**src/hdl/tsvt_pkg.sv**
```systemverilog
// Package for the TSV record tokenizer: payload structs, tokenizer state,
// byte and result codes, and the per-byte tokenizer step functions.
// No dependencies.
`timescale 1ns / 1ps

package tsvt_pkg;

    // Fields a line may start before overflow is reported
    localparam int FIELD_LIMIT = 16;
    localparam int FIELD_CNT_W = $clog2(FIELD_LIMIT + 1);

    // Result bundle queue depth (power of two)
    localparam int QDEPTH  = 4;
    localparam int QPTR_W  = $clog2(QDEPTH);
    localparam int QCNT_W  = $clog2(QDEPTH + 1);

    // Most results one byte can cause
    localparam int MAX_RES = 3;
    localparam int RCNT_W  = $clog2(MAX_RES + 1);

    localparam logic [7:0] CH_TAB   = 8'h09;
    localparam logic [7:0] CH_LF    = 8'h0A;
    localparam logic [7:0] CH_CR    = 8'h0D;
    localparam logic [7:0] CH_SPACE = 8'h20;
    localparam logic [7:0] CH_HASH  = 8'h23;
    localparam logic [7:0] CH_EQ    = 8'h3D;

    localparam logic [2:0] K_TYPE     = 3'd0;
    localparam logic [2:0] K_FIELD    = 3'd1;
    localparam logic [2:0] K_KEY      = 3'd2;
    localparam logic [2:0] K_VALUE    = 3'd3;
    localparam logic [2:0] K_END      = 3'd4;
    localparam logic [2:0] K_OVERFLOW = 3'd5;

    typedef enum logic [2:0] {
        PH_SKIP    = 3'd0,
        PH_COMMENT = 3'd1,
        PH_TYPE    = 3'd2,
        PH_KEY     = 3'd3,
        PH_VALUE   = 3'd4,
        PH_DEAD    = 3'd5
    } t_phase;

    typedef struct packed {
        logic [7:0] byte_in;
        logic       end_of_buffer;
    } t_in_item;

    typedef struct packed {
        logic [2:0] kind;
        logic [7:0] data_byte;
        logic       last_of_run;
    } t_out_item;

    typedef struct packed {
        t_phase                 phase;
        logic                   carriage_held;
        logic [FIELD_CNT_W-1:0] field_count;
        logic                   token_first_byte;
        logic                   key_is_whole;
    } t_tok_state;

    // One tokenizer step: new state and at most one result
    typedef struct packed {
        t_tok_state st;
        logic       emit;
        t_out_item  item;
    } t_step;

    // Results of one input byte, in order, item 0 first
    typedef struct packed {
        logic [RCNT_W-1:0]         count;
        t_out_item [MAX_RES-1:0]   items;
    } t_bundle;

    function automatic t_tok_state tok_reset_state();
        t_tok_state s;
        s.phase            = PH_SKIP;
        s.carriage_held    = 1'b0;
        s.field_count      = '0;
        s.token_first_byte = 1'b0;
        s.key_is_whole     = 1'b0;
        return s;
    endfunction

    function automatic t_out_item tok_item(input logic [2:0] kind, input logic [7:0] data);
        t_out_item it;
        it.kind        = kind;
        it.data_byte   = data;
        it.last_of_run = 1'b0;
        return it;
    endfunction

    function automatic t_step tok_record_end(input t_tok_state s);
        t_step r;
        r.st                  = s;
        r.st.phase            = PH_SKIP;
        r.st.field_count      = '0;
        r.st.token_first_byte = 1'b0;
        r.st.key_is_whole     = 1'b0;
        r.emit                = 1'b1;
        r.item                = tok_item(K_END, 8'h00);
        return r;
    endfunction

    function automatic t_step tok_field_start(input t_tok_state s);
        t_step r;
        r.st   = s;
        r.emit = 1'b1;
        if (s.field_count >= FIELD_CNT_W'(FIELD_LIMIT)) begin
            r.item     = tok_item(K_OVERFLOW, 8'h00);
            r.st.phase = PH_DEAD;
        end else begin
            r.item                = tok_item(K_FIELD, 8'h00);
            r.st.field_count      = s.field_count + FIELD_CNT_W'(1);
            r.st.phase            = PH_KEY;
            r.st.token_first_byte = 1'b1;
            r.st.key_is_whole     = 1'b0;
        end
        return r;
    endfunction

    function automatic t_step tok_handle(input t_tok_state s, input logic [7:0] b);
        t_step r;
        logic  key_out;
        r       = '0;
        r.st    = s;
        key_out = 1'b1;
        case (s.phase)
            PH_SKIP: begin
                if (b == CH_SPACE || b == CH_TAB || b == CH_LF) begin
                    r.emit = 1'b0;
                end else if (b == CH_HASH) begin
                    r.st.phase = PH_COMMENT;
                end else begin
                    r.st.phase = PH_TYPE;
                    r.emit     = 1'b1;
                    r.item     = tok_item(K_TYPE, b);
                end
            end
            PH_COMMENT: begin
                if (b == CH_LF) begin
                    r.st.phase = PH_SKIP;
                end
            end
            PH_TYPE, PH_VALUE: begin
                if (b == CH_TAB) begin
                    r = tok_field_start(s);
                end else if (b == CH_LF) begin
                    r = tok_record_end(s);
                end else begin
                    r.emit = 1'b1;
                    r.item = tok_item((s.phase == PH_TYPE) ? K_TYPE : K_VALUE, b);
                end
            end
            PH_KEY: begin
                if (b == CH_TAB) begin
                    r = tok_field_start(s);
                end else if (b == CH_LF) begin
                    r = tok_record_end(s);
                end else begin
                    if (b == CH_EQ) begin
                        if (s.token_first_byte) begin
                            r.st.key_is_whole = 1'b1;
                        end else if (!s.key_is_whole) begin
                            r.st.phase = PH_VALUE;
                            key_out    = 1'b0;
                        end
                    end
                    if (key_out) begin
                        r.st.token_first_byte = 1'b0;
                        r.emit                = 1'b1;
                        r.item                = tok_item(K_KEY, b);
                    end
                end
            end
            default: begin
                r.emit = 1'b0;
            end
        endcase
        return r;
    endfunction

    // A carriage return is held back in every phase but comment and dead
    function automatic logic tok_holds_cr(input t_tok_state s);
        return s.phase == PH_SKIP || s.phase == PH_TYPE || s.phase == PH_KEY ||
               s.phase == PH_VALUE;
    endfunction

endpackage

```
**src/hdl/tsv_record_tokenizer.sv**
```systemverilog
// TSV record tokenizer top level: front end, bundle queue, back end.
// Depends on tsvt_pkg, tsvt_front, tsvt_queue, tsvt_back.
//
// Input channel (i_in_valid / o_in_ready / i_in_data) takes one text byte
// per transfer with an end-of-buffer flag. Output channel (o_out_valid /
// i_out_ready / o_out_data) gives tagged results: type, field start, key,
// value, record end or field overflow, with last_of_run on the final
// result caused by a byte. A byte may cause zero to three results.
// A byte's results go through the bundle queue into the output register.
// Throughput: one byte per cycle while bytes cause at most one result each
// and i_out_ready stays high; the output side moves one result per cycle
// while ready; results per byte against the one output register set the rate.
// A four-bundle queue decouples the two sides; when the receiver stalls,
// the queue fills and o_in_ready drops, and the front resumes as soon as
// a bundle retires.
// Reset (synchronous, active low) returns the tokenizer to line start,
// empties the queue and drops any pending output.
`timescale 1ns / 1ps

module tsv_record_tokenizer (
    input  logic                i_clk,
    input  logic                i_rst_n,
    input  logic                i_in_valid,
    output logic                o_in_ready,
    input  tsvt_pkg::t_in_item  i_in_data,
    output logic                o_out_valid,
    input  logic                i_out_ready,
    output tsvt_pkg::t_out_item o_out_data
);

    logic              push;
    logic              pop;
    logic              q_full;
    logic              q_empty;
    tsvt_pkg::t_bundle push_bundle;
    tsvt_pkg::t_bundle head_bundle;

    tsvt_front u_front (
        .i_clk      (i_clk),
        .i_rst_n    (i_rst_n),
        .i_in_valid (i_in_valid),
        .o_in_ready (o_in_ready),
        .i_in_data  (i_in_data),
        .i_q_full   (q_full),
        .o_push     (push),
        .o_bundle   (push_bundle)
    );

    tsvt_queue u_queue (
        .i_clk   (i_clk),
        .i_rst_n (i_rst_n),
        .i_push  (push),
        .i_data  (push_bundle),
        .i_pop   (pop),
        .o_head  (head_bundle),
        .o_full  (q_full),
        .o_empty (q_empty)
    );

    tsvt_back u_back (
        .i_clk       (i_clk),
        .i_rst_n     (i_rst_n),
        .i_head      (head_bundle),
        .i_empty     (q_empty),
        .o_pop       (pop),
        .o_out_valid (o_out_valid),
        .i_out_ready (i_out_ready),
        .o_out_data  (o_out_data)
    );

endmodule

```
**src/hdl/tsvt_front.sv**
```systemverilog
// Front end of the TSV tokenizer: accepts bytes, runs the tokenizer state
// and packs each byte's results into one bundle. Depends on tsvt_pkg.
`timescale 1ns / 1ps

module tsvt_front (
    input  logic               i_clk,
    input  logic               i_rst_n,
    input  logic               i_in_valid,
    output logic               o_in_ready,
    input  tsvt_pkg::t_in_item i_in_data,
    input  logic               i_q_full,
    output logic               o_push,
    output tsvt_pkg::t_bundle  o_bundle
);

    tsvt_pkg::t_tok_state                            r_state;
    tsvt_pkg::t_tok_state                            n_state;
    tsvt_pkg::t_step                                 step;
    tsvt_pkg::t_out_item [tsvt_pkg::MAX_RES-1:0]     res;
    logic [tsvt_pkg::RCNT_W-1:0]                     cnt;
    logic [7:0]                                      b;
    logic                                            eob;
    logic                                            accept;

    assign o_in_ready = !i_q_full;
    assign accept     = i_in_valid && o_in_ready;
    assign b          = i_in_data.byte_in;
    assign eob        = i_in_data.end_of_buffer;

    always_comb begin
        n_state = r_state;
        res     = '0;
        cnt     = '0;
        step    = '0;

        // release or drop a held carriage return
        if (n_state.carriage_held) begin
            n_state.carriage_held = 1'b0;
            if (b != tsvt_pkg::CH_LF) begin
                step    = tsvt_pkg::tok_handle(n_state, tsvt_pkg::CH_CR);
                n_state = step.st;
                if (step.emit) begin
                    res[cnt] = step.item;
                    cnt      = cnt + tsvt_pkg::RCNT_W'(1);
                end
            end
        end

        if (b == tsvt_pkg::CH_CR && tsvt_pkg::tok_holds_cr(n_state)) begin
            if (!eob) begin
                n_state.carriage_held = 1'b1;
            end
        end else begin
            step    = tsvt_pkg::tok_handle(n_state, b);
            n_state = step.st;
            if (step.emit) begin
                res[cnt] = step.item;
                cnt      = cnt + tsvt_pkg::RCNT_W'(1);
            end
        end

        // close an open record, then start the next buffer clean
        if (eob) begin
            if (n_state.phase == tsvt_pkg::PH_TYPE || n_state.phase == tsvt_pkg::PH_KEY ||
                n_state.phase == tsvt_pkg::PH_VALUE) begin
                step     = tsvt_pkg::tok_record_end(n_state);
                res[cnt] = step.item;
                cnt      = cnt + tsvt_pkg::RCNT_W'(1);
            end
            n_state = tsvt_pkg::tok_reset_state();
        end

        for (int i = 0; i < tsvt_pkg::MAX_RES; i++) begin
            res[i].last_of_run = (tsvt_pkg::RCNT_W'(i) == cnt - tsvt_pkg::RCNT_W'(1));
        end
    end

    assign o_push         = accept && (cnt != '0);
    assign o_bundle.count = cnt;
    assign o_bundle.items = res;

    always_ff @(posedge i_clk) begin
        if (!i_rst_n) begin
            r_state <= tsvt_pkg::tok_reset_state();
        end else if (accept) begin
            r_state <= n_state;
        end
    end

`ifndef SYNTHESIS
    a_dead_at_limit: assert property (@(posedge i_clk) disable iff (!i_rst_n)
        r_state.phase == tsvt_pkg::PH_DEAD |->
            r_state.field_count == tsvt_pkg::FIELD_CNT_W'(tsvt_pkg::FIELD_LIMIT))
        else $error("dead phase without full field count");
    a_cr_held_phase: assert property (@(posedge i_clk) disable iff (!i_rst_n)
        r_state.carriage_held |-> (r_state.phase == tsvt_pkg::PH_SKIP ||
            r_state.phase == tsvt_pkg::PH_TYPE || r_state.phase == tsvt_pkg::PH_KEY ||
            r_state.phase == tsvt_pkg::PH_VALUE))
        else $error("carriage return held in comment or dead phase");
    a_push_room: assert property (@(posedge i_clk) disable iff (!i_rst_n)
        o_push |-> !i_q_full && o_bundle.count <= tsvt_pkg::RCNT_W'(tsvt_pkg::MAX_RES))
        else $error("bad bundle push");
`endif

endmodule

```
**src/hdl/tsvt_queue.sv**
```systemverilog
// Short queue of result bundles between tokenizer front and back end.
// Depends on tsvt_pkg.
`timescale 1ns / 1ps

module tsvt_queue (
    input  logic              i_clk,
    input  logic              i_rst_n,
    input  logic              i_push,
    input  tsvt_pkg::t_bundle i_data,
    input  logic              i_pop,
    output tsvt_pkg::t_bundle o_head,
    output logic              o_full,
    output logic              o_empty
);

    tsvt_pkg::t_bundle                 r_mem [tsvt_pkg::QDEPTH];
    logic [tsvt_pkg::QPTR_W-1:0]       r_wr_ptr;
    logic [tsvt_pkg::QPTR_W-1:0]       r_rd_ptr;
    logic [tsvt_pkg::QCNT_W-1:0]       r_count;

    assign o_full  = (r_count == tsvt_pkg::QCNT_W'(tsvt_pkg::QDEPTH));
    assign o_empty = (r_count == '0);
    assign o_head  = r_mem[r_rd_ptr];

    always_ff @(posedge i_clk) begin
        if (i_push) begin
            r_mem[r_wr_ptr] <= i_data;
        end
    end

    always_ff @(posedge i_clk) begin
        if (!i_rst_n) begin
            r_wr_ptr <= '0;
            r_rd_ptr <= '0;
            r_count  <= '0;
        end else begin
            if (i_push) begin
                r_wr_ptr <= r_wr_ptr + tsvt_pkg::QPTR_W'(1);
            end
            if (i_pop) begin
                r_rd_ptr <= r_rd_ptr + tsvt_pkg::QPTR_W'(1);
            end
            case ({i_push, i_pop})
                2'b10:   r_count <= r_count + tsvt_pkg::QCNT_W'(1);
                2'b01:   r_count <= r_count - tsvt_pkg::QCNT_W'(1);
                default: r_count <= r_count;
            endcase
        end
    end

`ifndef SYNTHESIS
    a_no_overflow: assert property (@(posedge i_clk) disable iff (!i_rst_n)
        i_push |-> !o_full)
        else $error("push into full queue");
    a_no_underflow: assert property (@(posedge i_clk) disable iff (!i_rst_n)
        i_pop |-> !o_empty)
        else $error("pop from empty queue");
    a_count_range: assert property (@(posedge i_clk) disable iff (!i_rst_n)
        r_count <= tsvt_pkg::QCNT_W'(tsvt_pkg::QDEPTH))
        else $error("queue count out of range");
`endif

endmodule

```
**src/hdl/tsvt_back.sv**
```systemverilog
// Back end of the TSV tokenizer: walks the head bundle one result per
// cycle into the output register while it is free. Depends on tsvt_pkg.
`timescale 1ns / 1ps

module tsvt_back (
    input  logic                i_clk,
    input  logic                i_rst_n,
    input  tsvt_pkg::t_bundle   i_head,
    input  logic                i_empty,
    output logic                o_pop,
    output logic                o_out_valid,
    input  logic                i_out_ready,
    output tsvt_pkg::t_out_item o_out_data
);

    logic [tsvt_pkg::RCNT_W-1:0] r_idx;
    logic [tsvt_pkg::RCNT_W-1:0] n_idx;
    logic                        r_valid;
    logic                        n_valid;
    tsvt_pkg::t_out_item         r_out;
    tsvt_pkg::t_out_item         n_out;
    logic                        load;
    logic                        last;

    // output register free for a new result
    assign load = !r_valid || i_out_ready;
    assign last = (r_idx == i_head.count - tsvt_pkg::RCNT_W'(1));

    always_comb begin
        n_idx   = r_idx;
        n_valid = r_valid;
        n_out   = r_out;
        o_pop   = 1'b0;
        if (load) begin
            n_valid = !i_empty;
            if (!i_empty) begin
                n_out = i_head.items[r_idx[$clog2(tsvt_pkg::MAX_RES)-1:0]];
                if (last) begin
                    o_pop = 1'b1;
                    n_idx = '0;
                end else begin
                    n_idx = r_idx + tsvt_pkg::RCNT_W'(1);
                end
            end
        end
    end

    always_ff @(posedge i_clk) begin
        if (!i_rst_n) begin
            r_idx   <= '0;
            r_valid <= 1'b0;
        end else begin
            r_idx   <= n_idx;
            r_valid <= n_valid;
        end
    end

    always_ff @(posedge i_clk) begin
        r_out <= n_out;
    end

    assign o_out_valid = r_valid;
    assign o_out_data  = r_out;

`ifndef SYNTHESIS
    a_idx_in_bundle: assert property (@(posedge i_clk) disable iff (!i_rst_n)
        !i_empty |-> r_idx < i_head.count)
        else $error("result index past bundle end");
    a_idx_idle: assert property (@(posedge i_clk) disable iff (!i_rst_n)
        i_empty |-> r_idx == '0)
        else $error("result index left over with empty queue");
    a_pop_marks_last: assert property (@(posedge i_clk) disable iff (!i_rst_n)
        o_pop |=> o_out_valid && o_out_data.last_of_run)
        else $error("bundle retired without last-of-run result");
`endif

endmodule

```
**config.mk**
```make
export PLATFORM = sky130hd
export DESIGN_NAME = tsv_record_tokenizer
export DESIGN_NICKNAME = d
export VERILOG_FILES = /design/src/hdl/tsvt_pkg.sv /design/src/hdl/tsv_record_tokenizer.sv /design/src/hdl/tsvt_front.sv /design/src/hdl/tsvt_queue.sv /design/src/hdl/tsvt_back.sv
export SDC_FILE = /design/constraint.sdc
export NUM_CORES = 1
export LEC_CHECK = 0
export BUFFER_PORTS_ARGS = -buffer_cell sky130_fd_sc_hd__buf_4
export CORE_ASPECT_RATIO = 1.25
export CORE_UTILIZATION = 41
export DETAILED_ROUTE_END_ITERATION = 12
export HOLD_SLACK_MARGIN = 0.1
export PLACE_DENSITY = 0.65
export SYNTH_ARGS = -nofsm -noshare
export SYNTH_HDL_FRONTEND = slang
export SYNTH_SLANG_ARGS = --single-unit
```
**constraint.sdc**
```tcl
create_clock -name i_clk -period 6.1 [get_ports i_clk]
set_input_delay 1.22 -clock i_clk [delete_from_list [all_inputs] [get_ports i_clk]]
set_output_delay 1.22 -clock i_clk [all_outputs]
set_load 0.02 [all_outputs]
```
Word-level counts from Yosys, hierarchy flattened
Memory sizes are Yosys's and may differ from the RTL's. A register that Yosys moved wholly into a read port is not among the register bits.
Cells that the tools add are included.
- magnitude comparators: 6
- muxes and demuxes: 80
- equality and inequality tests: 23
- reductions and logical operators: 26
- add/sub/neg operators: 10
- bitwise logic cells: 4
- operators with widths (cell ; number):
    36-bit two-way mux ; 4
    12-bit two-way mux ; 10
    12-bit case mux with 3 select lines ; 2
    12-bit demux with 2-bit select ; 2
    24-bit two-way mux ; 2
    11-bit two-way mux ; 4
    36-bit bitwise mux ; 1
    33-bit AND ; 1
    33-bit inverter ; 1
    3-bit two-way mux ; 9
    13-bit two-way mux ; 2
    12-bit binary-select mux with 2-bit select ; 1
    8-bit by 4-bit equality test with 1-bit output (second input constant) ; 3
    8-bit by 6-bit equality test with 1-bit output (second input constant) ; 3
    2-bit two-way mux ; 12
    1-bit two-way mux ; 23
    3-bit by 2-bit equality test with 1-bit output (second input constant) ; 6
    8-bit case mux with 2 select lines ; 1
    15-bit two-way mux ; 1
    7-bit two-way mux ; 2
    3-bit equality test (second input constant) ; 4
    3-bit case mux with 4 select lines ; 1
    2-bit by 1-bit adder with 2-bit output (second input constant) ; 5
    3-bit logical NOT ; 3
    27 further kinds ; 46
- word-level logic and storage cells: 163
- bits of input ports: 13
- output and inout bits: 14
- memory bits (writable): 152
- memories kept: 1
- flip-flop bits (word level): 33
- memory list (memory ; depth ; bits a word ; rd ports ; clocked after memory_dff ; write ports ; RTL line ; source):
    u_queue.r_mem ; 4 ; 38 ; 1 ; 1 ; 1 ; tsvt_queue.sv:16 ; tsvt_pkg::t_bundle r_mem [tsvt_pkg::QDEPTH];

Longest topological paths before layout
Gate-level depths: netlist of the first run.
- depth after elaboration: 26
- depth in mapped cells: 21
- mapped depth without buffers: 18

Modules after synthesis
Synthesis of the first run repeated with hierarchy kept, for this count alone.
- cells, all modules: 562
- area total of the unflattened synthesis: 8439.3 um^2
- modules (own cells, without submodules) (module ; instances ; cells an instance ; sequential area each (um^2) ; area an instance (um^2)):
    tsvt_queue ; 1 ; 244 ; 4744.6 ; 5948.2
    tsvt_front ; 1 ; 244 ; 220.2 ; 1694.1
    tsvt_back ; 1 ; 74 ; 420.4 ; 797.0

Least setup slack after synthesis of the first run
OpenSTA, ideal clock, no wires.
- path type: in2reg
- start: input i_in_data[1] (netlist bit)
- end: register u_queue.r_count[2] (netlist bit)
- library setup time: 0.076 ns
- slack: 0.693 ns
- stages on the path: 21
- data arrival time: 5.332 ns
- buffers on the path: 3
- cells stage by stage: buf_2 -> and4bb_2 -> a21boi_0 -> nor3_1 -> nand2b_1 -> o211ai_1 -> ha_1 -> nand2_1 -> o21a_1 -> buf_2 -> ha_1 -> o41ai_1 -> o21ba_1 -> buf_6 -> inv_1 -> ha_1 -> inv_1 -> fa_1 -> xor2_1 -> or3_1 -> a21boi_0
- longest elaborated chain between the ends: 23
- ends and longest elaborated chain (what ; RTL line ; source):
    start, declared ; tsv_record_tokenizer.sv:25 ; input tsvt_pkg::t_in_item i_in_data,
    8-bit by 4-bit inequality test with 1-bit output ; tsvt_front.sv:39 ; if (b != tsvt_pkg::CH_LF) begin
    11-bit two-way mux ; tsvt_front.sv:39 ;
    11-bit two-way mux ; tsvt_front.sv:37 ; if (n_state.carriage_held) begin
    1-bit two-way mux ; tsvt_pkg.sv:163 ; if (s.token_first_byte) begin
    1-bit two-way mux ; tsvt_pkg.sv:162 ; if (b == CH_EQ) begin
    1-bit two-way mux ; tsvt_pkg.sv:159 ; end else if (b == CH_LF) begin
    1-bit two-way mux ; tsvt_pkg.sv:157 ; if (b == CH_TAB) begin
    1-bit two-way mux ; tsvt_pkg.sv:129 ; case (s.phase)
    [7 not listed] ; - ;
    2-bit two-way mux ; tsvt_front.sv:49 ; if (b == tsvt_pkg::CH_CR && tsvt_pkg::tok_holds_cr(n_state)) begin
    2-bit by 1-bit adder with 2-bit output ; tsvt_front.sv:68 ; cnt = cnt + tsvt_pkg::RCNT_W'(1);
    2-bit two-way mux ; tsvt_front.sv:64 ; if (n_state.phase == tsvt_pkg::PH_TYPE || n_state.phase == tsvt_pkg::PH_KEY ||
    2-bit two-way mux * ; tsvt_front.sv:63 ; if (eob) begin
    2-bit nonzero test * ; tsvt_front.sv:78 ; assign o_push = accept && (cnt != '0);
    1-bit logical AND * ; tsvt_front.sv:78 ;
    2-bit by 1-bit equality test with 1-bit output / 2-bit equality test (equally long branches) ; tsvt_queue.sv:43 ; case ({i_push, i_pop})
    3-bit case mux with 2 select lines / 2-bit nonzero test (equally long branches) ; - ;
    end signal, assigned ; tsvt_queue.sv:44 ; 2'b10: r_count <= r_count + tsvt_pkg::QCNT_W'(1);
    end signal, assigned ; tsvt_queue.sv:45 ; 2'b01: r_count <= r_count - tsvt_pkg::QCNT_W'(1);
    end signal, assigned ; tsvt_queue.sv:46 ; default: r_count <= r_count;
    end, declared ; tsvt_queue.sv:19 ; logic [tsvt_pkg::QCNT_W-1:0] r_count;
Every way passes the cells marked *; elsewhere a longest branch is shown, timed or not. The select of a mux whose other input is x is not followed.
A chain may end at the register's enable or synchronous reset.

Worst setup path in the final report of the first run
- start: input i_in_data[5] (netlist bit)
- end: register u_queue.r_count[2] (netlist bit)
Same word-level chain as after synthesis.

==> results of run 1 <==
## layer usage
metal	up-vias	GRT usage	part of all wire
met3	31	0.0418	0.041
li1	1915	-	-
met5	-	0	0
met1	2049	0.209	0.42
met4	0	0.0708	0.025
met2	108	0.304	0.52
## final cells by class
| type | instances | area share |
|---|---|---|
| clock buffers | 20 | 0.0570 |
| clock inverters | 12 | 0.0168 |
| inverters | 17 | 0.00814 |
| multi-input cells | 298 | 0.312 |
| flip-flops and latches | 147 | 0.534 |
| well taps | 216 | 0.0345 |
| repair buffers | 39 | 0.0374 |
## metrics by stage
step | util | hold slack [ps] | total power [W]
2_1_floorplan | - | 468 | 0.00196
3_3_place_gp | 0.448 | 475 | 0.00218
3_5_place_dp | 0.448 | 486 | 0.00221
4_1_cts | 0.484 | 495 | 0.00322
5_1_grt | 0.484 | 531 | 0.00333
6_report | 0.484 | 491 | 0.00318
## worst max-delay path by stage
stage,start,end,slack [ps],cells after the start
6_report,i_in_data[5],u_queue.r_count[2]$_SDFFE_PN0P_,960,18
3_5_place_dp,i_in_data[5],u_queue.r_count[2]$_SDFFE_PN0P_,510,19
3_3_place_gp,i_in_data[5],u_queue.r_count[2]$_SDFFE_PN0P_,610,19
4_1_cts,i_in_data[5],u_queue.r_count[2]$_SDFFE_PN0P_,980,19
5_1_grt,i_in_data[5],u_queue.r_count[2]$_SDFFE_PN0P_,540,19
2_1_floorplan,i_in_data[1],u_queue.r_count[2]$_SDFFE_PN0P_,690,21
## power by group through the flow
| stage | combinational (W) | clock [W] | sequential, W |
|---|---|---|---|
| 6_report | 0.000793 | 0.00101 | 0.00138 |
| 5_1_grt | 0.000865 | 0.00106 | 0.00140 |
| 4_1_cts | 0.000807 | 0.00103 | 0.00138 |
| 3_5_place_dp | 0.000802 | 0 | 0.00140 |
| 3_3_place_gp | 0.000784 | 0 | 0.00139 |
| 2_1_floorplan | 0.000538 | 0 | 0.00142 |
## cell usage after synthesis, drive strengths merged (3+ instances only)
| master | number | share of area |
|---|---|---|
| and3 | 3 | 0.0028 |
| nor3 | 8 | 0.0088 |
| ha | 11 | 0.020 |
| o21ai | 12 | 0.0088 |
| a32oi | 3 | 0.0039 |
| nand2b | 7 | 0.0064 |
| edfxtp | 124 | 0.55 |
| nor3b | 3 | 0.0033 |
| clkbuf | 14 | 0.0077 |
| nor2 | 39 | 0.022 |
| nand2 | 40 | 0.022 |
| a211oi | 5 | 0.0099 |
| mux2i | 19 | 0.028 |
| inv | 17 | 0.0094 |
| and2 | 17 | 0.016 |
| nor4 | 4 | 0.0037 |
| nand3 | 9 | 0.0066 |
| o22ai | 3 | 0.0028 |
| or3 | 4 | 0.0037 |
| buf | 12 | 0.011 |
| o211ai | 3 | 0.0033 |
| nand3b | 4 | 0.0044 |
| dfxtp | 23 | 0.068 |
| mux4 | 28 | 0.092 |
| xnor2 | 6 | 0.0077 |
| nor2b | 7 | 0.0064 |
| a21boi | 6 | 0.0066 |
| a31oi | 3 | 0.0050 |
| xor2 | 5 | 0.0064 |
| a21oi | 16 | 0.012 |
## logic make-up (layout without fill, tap and decap cells)
family                   after synthesis  after routing  synth area share
AND/OR/NAND/NOR                      155            155             0.118
flip-flops                           147            147             0.614
AO/OA/AOI/OAI                         73             73            0.0828
multiplexers                          47             47             0.120
buffers and inverters                 43             88            0.0281
adder cells (fa/ha/maj)               12             12            0.0231
XOR/XNOR                              11             11            0.0141
## state kept, by name, indices dropped and copies added (netlist names), named ones only
name and flops:
u_back.o_out_data 12, u_back.o_out_valid 1, u_back.r_idx 2, u_front.r_state 11, u_queue.r_count 3, u_queue.r_mem 112, u_queue.r_rd_ptr 2, u_queue.r_wr_ptr 2
## worst max-delay path, stage by stage
cell,delay (ps)
buf_4,120
or4_1,690
a211oi_4,280
a311o_1,250
o211ai_1,170
ha_1,310
nand2_1,40
o21a_1,120
ha_1,330
o41ai_1,320
o21ba_1,260
inv_1,80
ha_1,180
inv_1,70
fa_1,430
xor2_1,160
or3_1,300
a21boi_0,150
==> summary.md, run 1 <==
Run status
• status: complete, no violations

Final layout
• number of antenna diodes: 0
• synthesis-to-finish area growth: 14.9%
• commonest non-fill, non-tap cell in the layout: edfxtp_1
• total number of nets in the final design: 545
• Final Non-Filler Cells: 749
• fill count: 1399
• footprint of the multi-input gates: 0.00245 sq mm
• fraction of final layout cells sized beyond drive strength 1: 0.212
• highest-count cells in the layout ignoring fill and taps: 124 x edfxtp_1, 40 x nand2_1, 39 x buf_4
• area of all placed cells without fillers: 0.00784 sq mm
• area taken by flip-flops and latches: 0.00419 sq mm

Global route
• largest net degree at the start of global routing: 29
• initial antenna violation count: 0
• wire length of the first global-routing pass: 22600 um
• GRT Overall Usage: 0.175
• total overflow reported by the global router: 0
• via count of the first global-routing pass: 4174

Timing
• final number of hold-violating endpoints: 0
• shortest clock period the worst path allows after layout: 5140 ps
• final worst-path cycle share: 0.842
• worst slew margin relative to its limit: 0.306
• setup TNS: 0 ps
• number of max-slew violations in the final report: 0
• maximum operating frequency: 0.195 GHz
• Final setup violation count: 0
• worst-case clock skew: 7.41 ps
• transition time at the pin with the least slew margin: 1040 ps
• setup repair after global routing missed its margin: no
• final critical-path setup slack: 964 ps

Die
• die width: 117 um
• effective utilization at floorplan: 0.421
• row cnt: 52
• num ports: 27
• area enclosed by the die boundary: 0.0172 sq mm
• total core area: 0.0162 sq mm
• die height: 146 um

Yosys
• Syn Std Cell Area: 0.00682 sq mm
• Netlist cell types: 64
• gate count of the mapped netlist: 488
• Yosys warning count: 0
• flop and latch count out of synthesis: 147
• Synth Net Count: 513
• sequential element share of the synthesized area: 0.614
• EDFF count, synth: 124
• top flip-flop cell by instance count after synthesis: edfxtp_1
• async set or reset register ratio after synthesis: 0
• average footprint of a synthesized cell: 14.0 sq um

Clock tree
• PostCTS Resize Cnt: 0
• H-Tree Depth: 4
• TritonCTS clock tree: yes
• clock-pin transition on the worst setup and hold timing paths: 60 ps
• clock tree buffer depth: 2
• root buffer cell: clkbuf_16
• Clock Latency Late Sink: 420 ps
• cts-stage hold buffer count: 0
• total clock sinks: 147
• number of setup buffers added after CTS: 0
• clock buffer count from CTS: 17

Pwr
• standby leakage power: 2.70 nW
• internal power of the cells: 0.00227 W
• power density relative to cell area: 406 mW/mm^2
• portion of total power attributed to combinational logic: 0.249
• fraction of power consumed by the clock network: 0.317
• fraction of power spent switching nets: 0.288
• Switching Power: 0.000917 W
• part of the power in registers: 0.434
• worst ir drop on vdd: 0.301 mV

Placed design
• gp weighted congestion: 0.885
• Port Buffers: 26
• detailed placer's ending HPWL: 9530 um
• Cell Count Post-Placement: 717
• worst slack at placement: 506 ps
• placed cell area: 0.00726 sq mm

Critical path
• WS Path Type: in2reg
• biggest fanout along the worst timing path: 8
• data arrival time of the critical path: 5490 ps
• Reg-to-Reg End: u_queue.r_count[2]$_SDFFE_PN0P_
• cell count of the worst reg-to-reg path: 18
• data required time at the worst endpoint: 6450 ps
• capturing element type of the critical path: flop
• reg2reg setup slack: 1460 ps
• Worst setup SP type: input pin
• start of the worst register-to-register path: u_front.r_state[9]$_SDFFE_PN0P_

Routing
• Wirelength per Cell: 18.9 um
• Initial DRC Count: 255
• via-per-instance ratio: 5.48
• number of vias in the routed layout: 4103
• DRC Markers: 0
• sum of routed wire length over all layers: 14100 um
• detailed-routing iteration count for the pre-antenna-repair pass: 5
• count of nets left with antenna violations after detail routing: 0

Min path
• terminating pin of the worst hold path: u_back.o_out_valid$_SDFFE_PN0P_
• hold path startpoint: u_back.o_out_valid$_SDFFE_PN0P_
• worst min-delay path category: reg2reg
• number of instances on the worst hold path: 2

Run
• max-cap violation count: 0

(Power assumes the default switching activity.)
==> inputs of run 2 (changes only) <==
==> constraint.sdc (replaced) <==
create_clock -name i_clk -period 4.92 [get_ports i_clk]
set_input_delay 0.984 -clock i_clk [delete_from_list [all_inputs] [get_ports i_clk]]
set_output_delay 0.984 -clock i_clk [all_outputs]
set_load 0.02 [all_outputs]
==> run 2 against run 1 <==
Effect of this change:
- die area did not move
- worst hold slack improved by 6.1 ps
- first-iteration DRC count fell by 8.6%
- final area rose by 3.0%
- register-to-register slack got worse by 720 ps
- routed wire length rose by 3.2%
- clock-buffer cell count fell by 2
- highest routed layer unchanged
==> summary.md, run 2 (synthesis results as in run 1) <==
Timing
• setup TNS: 0 ps
• final number of hold-violating endpoints: 0
• final worst-path cycle share: 0.897
• Final setup violation count: 0
• number of max-slew violations in the final report: 0
• transition time at the pin with the least slew margin: 1010 ps
• setup repair after global routing missed its margin: no
• shortest clock period the worst path allows after layout: 4410 ps
• maximum operating frequency: 0.227 GHz
• worst slew margin relative to its limit: 0.328
• worst-case clock skew: 14.9 ps

Clock tree
• PostCTS Resize Cnt: 0
• clock tree buffer depth: 2
• clock buffer count from CTS: 17
• total clock sinks: 147
• root buffer cell: clkbuf_16
• H-Tree Depth: 4
• cts-stage hold buffer count: 0
• TritonCTS clock tree: yes
• clock-pin transition on the worst setup and hold timing paths: 60 ps
• Clock Latency Late Sink: 430 ps
• number of setup buffers added after CTS: 0

Critical path
• slowest library cell on the worst path: or3b_2
• cell count of the worst reg-to-reg path: 18
• cell family with the largest share of critical-path delay: simple AND/OR/NAND/NOR gates
• Buf+Inv Stages, Crit Path: 3
• biggest fanout along the worst timing path: 5
• most repeated library cell on the critical path: inv_1
• Cell Chain, Critical Path: buf_4 > or3b_2 > nor4_1 > a311o_1 > o211ai_1 > ha_1 > nand2_1 > o21a_1 > ha_4 > o41ai_1 > o21ba_1 > inv_1 > ha_2 > inv_1 > fa_2 > xor2_1 > or3_1 > a21boi_1
• data arrival time of the critical path: 4760 ps
• data required time at the worst endpoint: 5270 ps
• start of the worst register-to-register path: u_front.r_state[9]$_SDFFE_PN0P_
• Reg-to-Reg End: u_queue.r_count[2]$_SDFFE_PN0P_
• reg2reg setup slack: 740 ps
• Crit path largest cell delay: 490 ps
• capturing element type of the critical path: flop
• Worst setup SP type: input pin
• WS Path Type: in2reg

Min path
• worst min-delay path category: reg2reg
• number of instances on the worst hold path: 2
• terminating pin of the worst hold path: u_back.o_out_valid$_SDFFE_PN0P_
• hold path startpoint: u_back.o_out_valid$_SDFFE_PN0P_

Routing
• detailed-routing iteration count for the pre-antenna-repair pass: 4
• Wirelength per Cell: 19.1 um
• Initial DRC Count: 233
• DRC Markers: 0
• via-per-instance ratio: 5.40
• number of vias in the routed layout: 4113
• sum of routed wire length over all layers: 14600 um
• count of nets left with antenna violations after detail routing: 0

Global route
• largest net degree at the start of global routing: 29
• initial antenna violation count: 0
• met3 layer usage reported by global route: 0.0398
• total overflow reported by the global router: 0
• via count of the first global-routing pass: 4335
• GRT met2 Usage: 0.322
• GRT busiest layer: met2
• wire length of the first global-routing pass: 23600 um
• GRT Overall Usage: 0.182
• GRT met1 Usage: 0.215

Die
• effective utilization at floorplan: 0.421
• row cnt: 52
• die height: 146 um
• total core area: 0.0162 sq mm
• num ports: 27
• die width: 117 um
• area enclosed by the die boundary: 0.0172 sq mm

Placed design
• placed cell area: 0.00743 sq mm
• gp weighted congestion: 0.875
• Port Buffers: 26
• detailed placer's ending HPWL: 9860 um
• Cell Count Post-Placement: 729

Final layout
• utilization after layout: 0.498
• synthesis-to-finish area growth: 18.3%
• Most flops, register: u_queue.r_mem
• commonest non-fill, non-tap cell in the layout: edfxtp_1
• area of all placed cells without fillers: 0.00807 sq mm
• Final Non-Filler Cells: 762
• flip-flop count of the largest register, all copies and words added: 112
• fraction of final layout cells sized beyond drive strength 1: 0.237
• fill count: 1370
• highest-count cells in the layout ignoring fill and taps: 124 x edfxtp_1, 47 x buf_4, 40 x nand2_1
• total number of nets in the final design: 557

Pwr
• worst ir drop on vdd: 0.371 mV
• power density relative to cell area: 512 mW/mm^2
• standby leakage power: 2.80 nW

Run
• max-cap violation count: 0

Run status
• status: complete, no violations

-- run 2: changes by cell type in the layout (fill, tap and decap cells not counted), moves of 2 or more --
cell,delta
clkinvlp_4,-2
buf_4,+8
clkinv_1,+3
bufinv_16,+3
a21boi_1,+2
a21boi_0,-2
ha_1,-2
buf_12,+4
clkinv_2,-2
-- run 2: through the flow --
stage	worst slack, ps	power, W	hold slack, ps
3_5_place_dp	73.3	0.00279	489
6_report	506	0.00413	497
5_1_grt	266	0.00433	529
3_3_place_gp	152	0.00275	476
4_1_cts	493	0.00418	499
2_1_floorplan	76.4	0.00244	468
-- run 2: report_power, final --
group / internal, W / leakage [nW] / switching, W
clock: 0.000897 / 0.304 / 0.000497
sequential: 0.00162 / 1.38 / 0.0000945
combinational: 0.000462 / 1.12 / 0.000562
-- run 2: cell type report --
| type | instances | area, sq um | share of cell area |
|---|---|---|---|
| Timing Repair Buffer | 51 | 433 | 0.0537 |
| Multi-Input combinational cell | 298 | 2480 | 0.307 |
| Sequential cell | 147 | 4190 | 0.519 |
| Antenna cell | 1 | 2.50 | 0.000310 |
| Clock inverter | 14 | 208 | 0.0257 |
| Clock buffer | 18 | 429 | 0.0532 |
| Tap cell | 216 | 270 | 0.0335 |
| Inverter | 17 | 63.8 | 0.00791 |
-- run 2: layer usage --
layer / share of wire / vias to the layer above
li1: - / 1948
met1: 0.43 / 2080
met2: 0.53 / 68
met3: 0.023 / 17
met4: 0.016 / 0
met5: 0 / -
-- run 2: tightest hold or removal path: stages, from the launching register on --
cell	delay, ps
dfxtp_1	330
nand2_1	60
a21boi_0	60
-- run 2: how the worst max path moves through the flow --
stage / startpoint / to / slack (ps) / cells past startpoint
after floorplan: i_in_data[5] / u_queue.r_count[2]$_SDFFE_PN0P_ / 80 / 20
after global placement: i_in_data[8] / u_queue.r_count[2]$_SDFFE_PN0P_ / 150 / 18
after detailed placement: i_in_data[8] / u_queue.r_count[2]$_SDFFE_PN0P_ / 70 / 18
after CTS: i_in_data[8] / u_queue.r_count[2]$_SDFFE_PN0P_ / 490 / 18
after global routing: i_in_data[8] / u_queue.r_count[2]$_SDFFE_PN0P_ / 270 / 18
final: i_in_data[8] / u_queue.r_count[2]$_SDFFE_PN0P_ / 510 / 18
==> inputs of run 3 (changes only) <==
--- a/config.mk
+++ b/config.mk
@@ -10,7 +10,8 @@
 export CORE_UTILIZATION = 41
 export DETAILED_ROUTE_END_ITERATION = 12
 export HOLD_SLACK_MARGIN = 0.1
-export PLACE_DENSITY = 0.65
+export PLACE_DENSITY = 0.64
+export RECOVER_POWER = 50
 export SYNTH_ARGS = -nofsm -noshare
 export SYNTH_HDL_FRONTEND = slang
 export SYNTH_SLANG_ARGS = --single-unit
==> run 3 against run 2 <==
Effect of this change:
- utilization decreased by 0.88 points
- clock skew decreased by 3.9 ps
- non-clock buffer count increased by 1
- global-route usage decreased by 0.73 points
- via count decreased by 1.2%
- sequential cell count unchanged
- register-to-register slack got worse by 80 ps
- sequential share of layout area increased by 0.92 points
- critical path depth unchanged
- sequential power about the same
- die area unchanged
==> summary.md, run 3 (synthesis results as in run 1) <==
Run status
• status: complete, no violations

Routing
• via-per-instance ratio: 5.33
• DRC Markers: 0
• Wirelength per Cell: 18.4 um
• detailed-routing iteration count for the pre-antenna-repair pass: 5
• sum of routed wire length over all layers: 14000 um
• number of vias in the routed layout: 4065
• Initial DRC Count: 232
• count of nets left with antenna violations after detail routing: 0

Critical path
• most repeated library cell on the critical path: clkbuf_1
• biggest fanout along the worst timing path: 7
• Reg-to-Reg End: u_queue.r_count[2]$_SDFFE_PN0P_
• WS Path Type: in2reg
• cell count of the worst reg-to-reg path: 17
• data arrival time of the critical path: 4840 ps
• Cell Chain, Critical Path: clkbuf_1 > or4_1 > clkbuf_1 > nor3_1 > clkbuf_1 > nand3_1 > nand2_1 > o22ai_1 > a31oi_1 > nor2_2 > o21ba_1 > inv_1 > ha_2 > inv_1 > fa_2 > xor2_1 > or3_1 > a21boi_1
• capturing element type of the critical path: flop
• start of the worst register-to-register path: u_front.r_state[9]$_SDFFE_PN0P_
• data required time at the worst endpoint: 5260 ps
• Worst setup SP type: input pin
• slowest library cell on the worst path: or4_1
• Crit path largest cell delay: 600 ps
• reg2reg setup slack: 660 ps

Min path
• number of instances on the worst hold path: 2
• worst min-delay path category: reg2reg
• terminating pin of the worst hold path: u_queue.r_wr_ptr[1]$_SDFFE_PN0P_
• hold path startpoint: u_queue.r_wr_ptr[1]$_SDFFE_PN0P_

Global route
• largest net degree at the start of global routing: 29
• total overflow reported by the global router: 0
• wire length of the first global-routing pass: 22500 um
• initial antenna violation count: 0
• via count of the first global-routing pass: 4204
• GRT Overall Usage: 0.174

Pwr
• part of the power in registers: 0.432
• internal power of the cells: 0.00283 W
• Switching Power: 0.00116 W
• fraction of power spent switching nets: 0.291
• fraction of power consumed by the clock network: 0.333
• worst ir drop on vdd: 0.361 mV
• portion of total power attributed to combinational logic: 0.234
• power density relative to cell area: 504 mW/mm^2
• standby leakage power: 2.71 nW

Clock tree
• H-Tree Depth: 4
• TritonCTS clock tree: yes
• Clock Latency Late Sink: 420 ps
• clock-pin transition on the worst setup and hold timing paths: 60 ps
• PostCTS Resize Cnt: 0
• root buffer cell: clkbuf_16
• cts-stage hold buffer count: 0
• number of setup buffers added after CTS: 0
• clock buffer count from CTS: 17
• total clock sinks: 147
• clock tree buffer depth: 2

Die
• area enclosed by the die boundary: 0.0172 sq mm
• num ports: 27
• effective utilization at floorplan: 0.421
• total core area: 0.0162 sq mm
• row cnt: 52
• die width: 117 um
• die height: 146 um

Timing
• worst slew margin relative to its limit: 0.307
• shortest clock period the worst path allows after layout: 4500 ps
• worst-case clock skew: 10.9 ps
• final worst-path cycle share: 0.915
• setup TNS: 0 ps
• final number of hold-violating endpoints: 0
• setup repair after global routing missed its margin: no
• Final setup violation count: 0
• maximum operating frequency: 0.222 GHz
• number of max-slew violations in the final report: 0
• transition time at the pin with the least slew margin: 1040 ps

Final layout
• fraction of final layout cells sized beyond drive strength 1: 0.192
• Final Non-Filler Cells: 762
• utilization after layout: 0.489
• highest-count cells in the layout ignoring fill and taps: 124 x edfxtp_1, 40 x nand2_1, 37 x nor2_1
• total number of nets in the final design: 558
• synthesis-to-finish area growth: 16.2%
• Most flops, register: u_queue.r_mem
• flip-flop count of the largest register, all copies and words added: 112
• number of antenna diodes: 0
• commonest non-fill, non-tap cell in the layout: edfxtp_1

Run
• max-cap violation count: 0

Placed design
• Port Buffers: 26
• detailed placer's ending HPWL: 9650 um
• Cell Count Post-Placement: 730
• gp weighted congestion: 0.882

[run 3: through the flow]
step,total power (W),hold slack [ps],area (sq um),setup slack (ps)
2_1_floorplan,0.00244,468,6860,76.4
3_3_place_gp,0.00274,477,7440,145
3_5_place_dp,0.00277,498,7440,29.6
4_1_cts,0.00411,506,8060,431
5_1_grt,0.00419,531,7930,109
6_report,0.00399,499,7930,419
[run 3: layout make-up]
| class | count | area [sq um] |
|---|---|---|
| Timing Repair Buffer | 52 | 362 |
| Clock buffer | 17 | 425 |
| Multi-Input combinational cell | 298 | 2420 |
| Clock inverter | 15 | 195 |
| Inverter | 17 | 63.8 |
| Tap cell | 216 | 270 |
| Sequential cell | 147 | 4180 |
| Fill cell | 1429 | 8280 |
[run 3: worst max-delay path, delay by kind of cell]
| family | cells | cell delay (ps) |
|---|---|---|
| compound gates | 4 | 890 |
| xor+xnor | 1 | 150 |
| fa+ha+maj | 2 | 560 |
| buf+inv | 5 | 710 |
| simple gates | 6 | 1550 |
[run 3: metal layers]
metal | track usage | share of wire | up-vias
met4 | 0.0877 | 0.029 | 0
met2 | 0.298 | 0.51 | 92
li1 | - | - | 1949
met5 | 0 | 0 | -
met3 | 0.0355 | 0.036 | 32
met1 | 0.208 | 0.42 | 1992
[run 3: how the worst max path moves through the flow]
stage | slack [ps] | from | endpoint
finish | 420 | i_in_data[5] | u_queue.r_count[2]$_SDFFE_PN0P_
global placement | 150 | i_in_data[8] | u_queue.r_count[2]$_SDFFE_PN0P_
floorplan | 80 | i_in_data[5] | u_queue.r_count[2]$_SDFFE_PN0P_
global route | 110 | i_in_data[5] | u_queue.r_count[2]$_SDFFE_PN0P_
CTS | 430 | i_in_data[8] | u_queue.r_count[2]$_SDFFE_PN0P_
detailed placement | 30 | i_in_data[8] | u_queue.r_count[2]$_SDFFE_PN0P_
[run 3: power by group through the flow]
stage	sequential [W]	clock [W]	combinational (W)
6_report	0.00173	0.00133	0.000936
5_1_grt	0.00175	0.00141	0.00103
4_1_cts	0.00173	0.00135	0.00102
3_5_place_dp	0.00176	0	0.00101
3_3_place_gp	0.00175	0	0.000996
2_1_floorplan	0.00176	0	0.000677
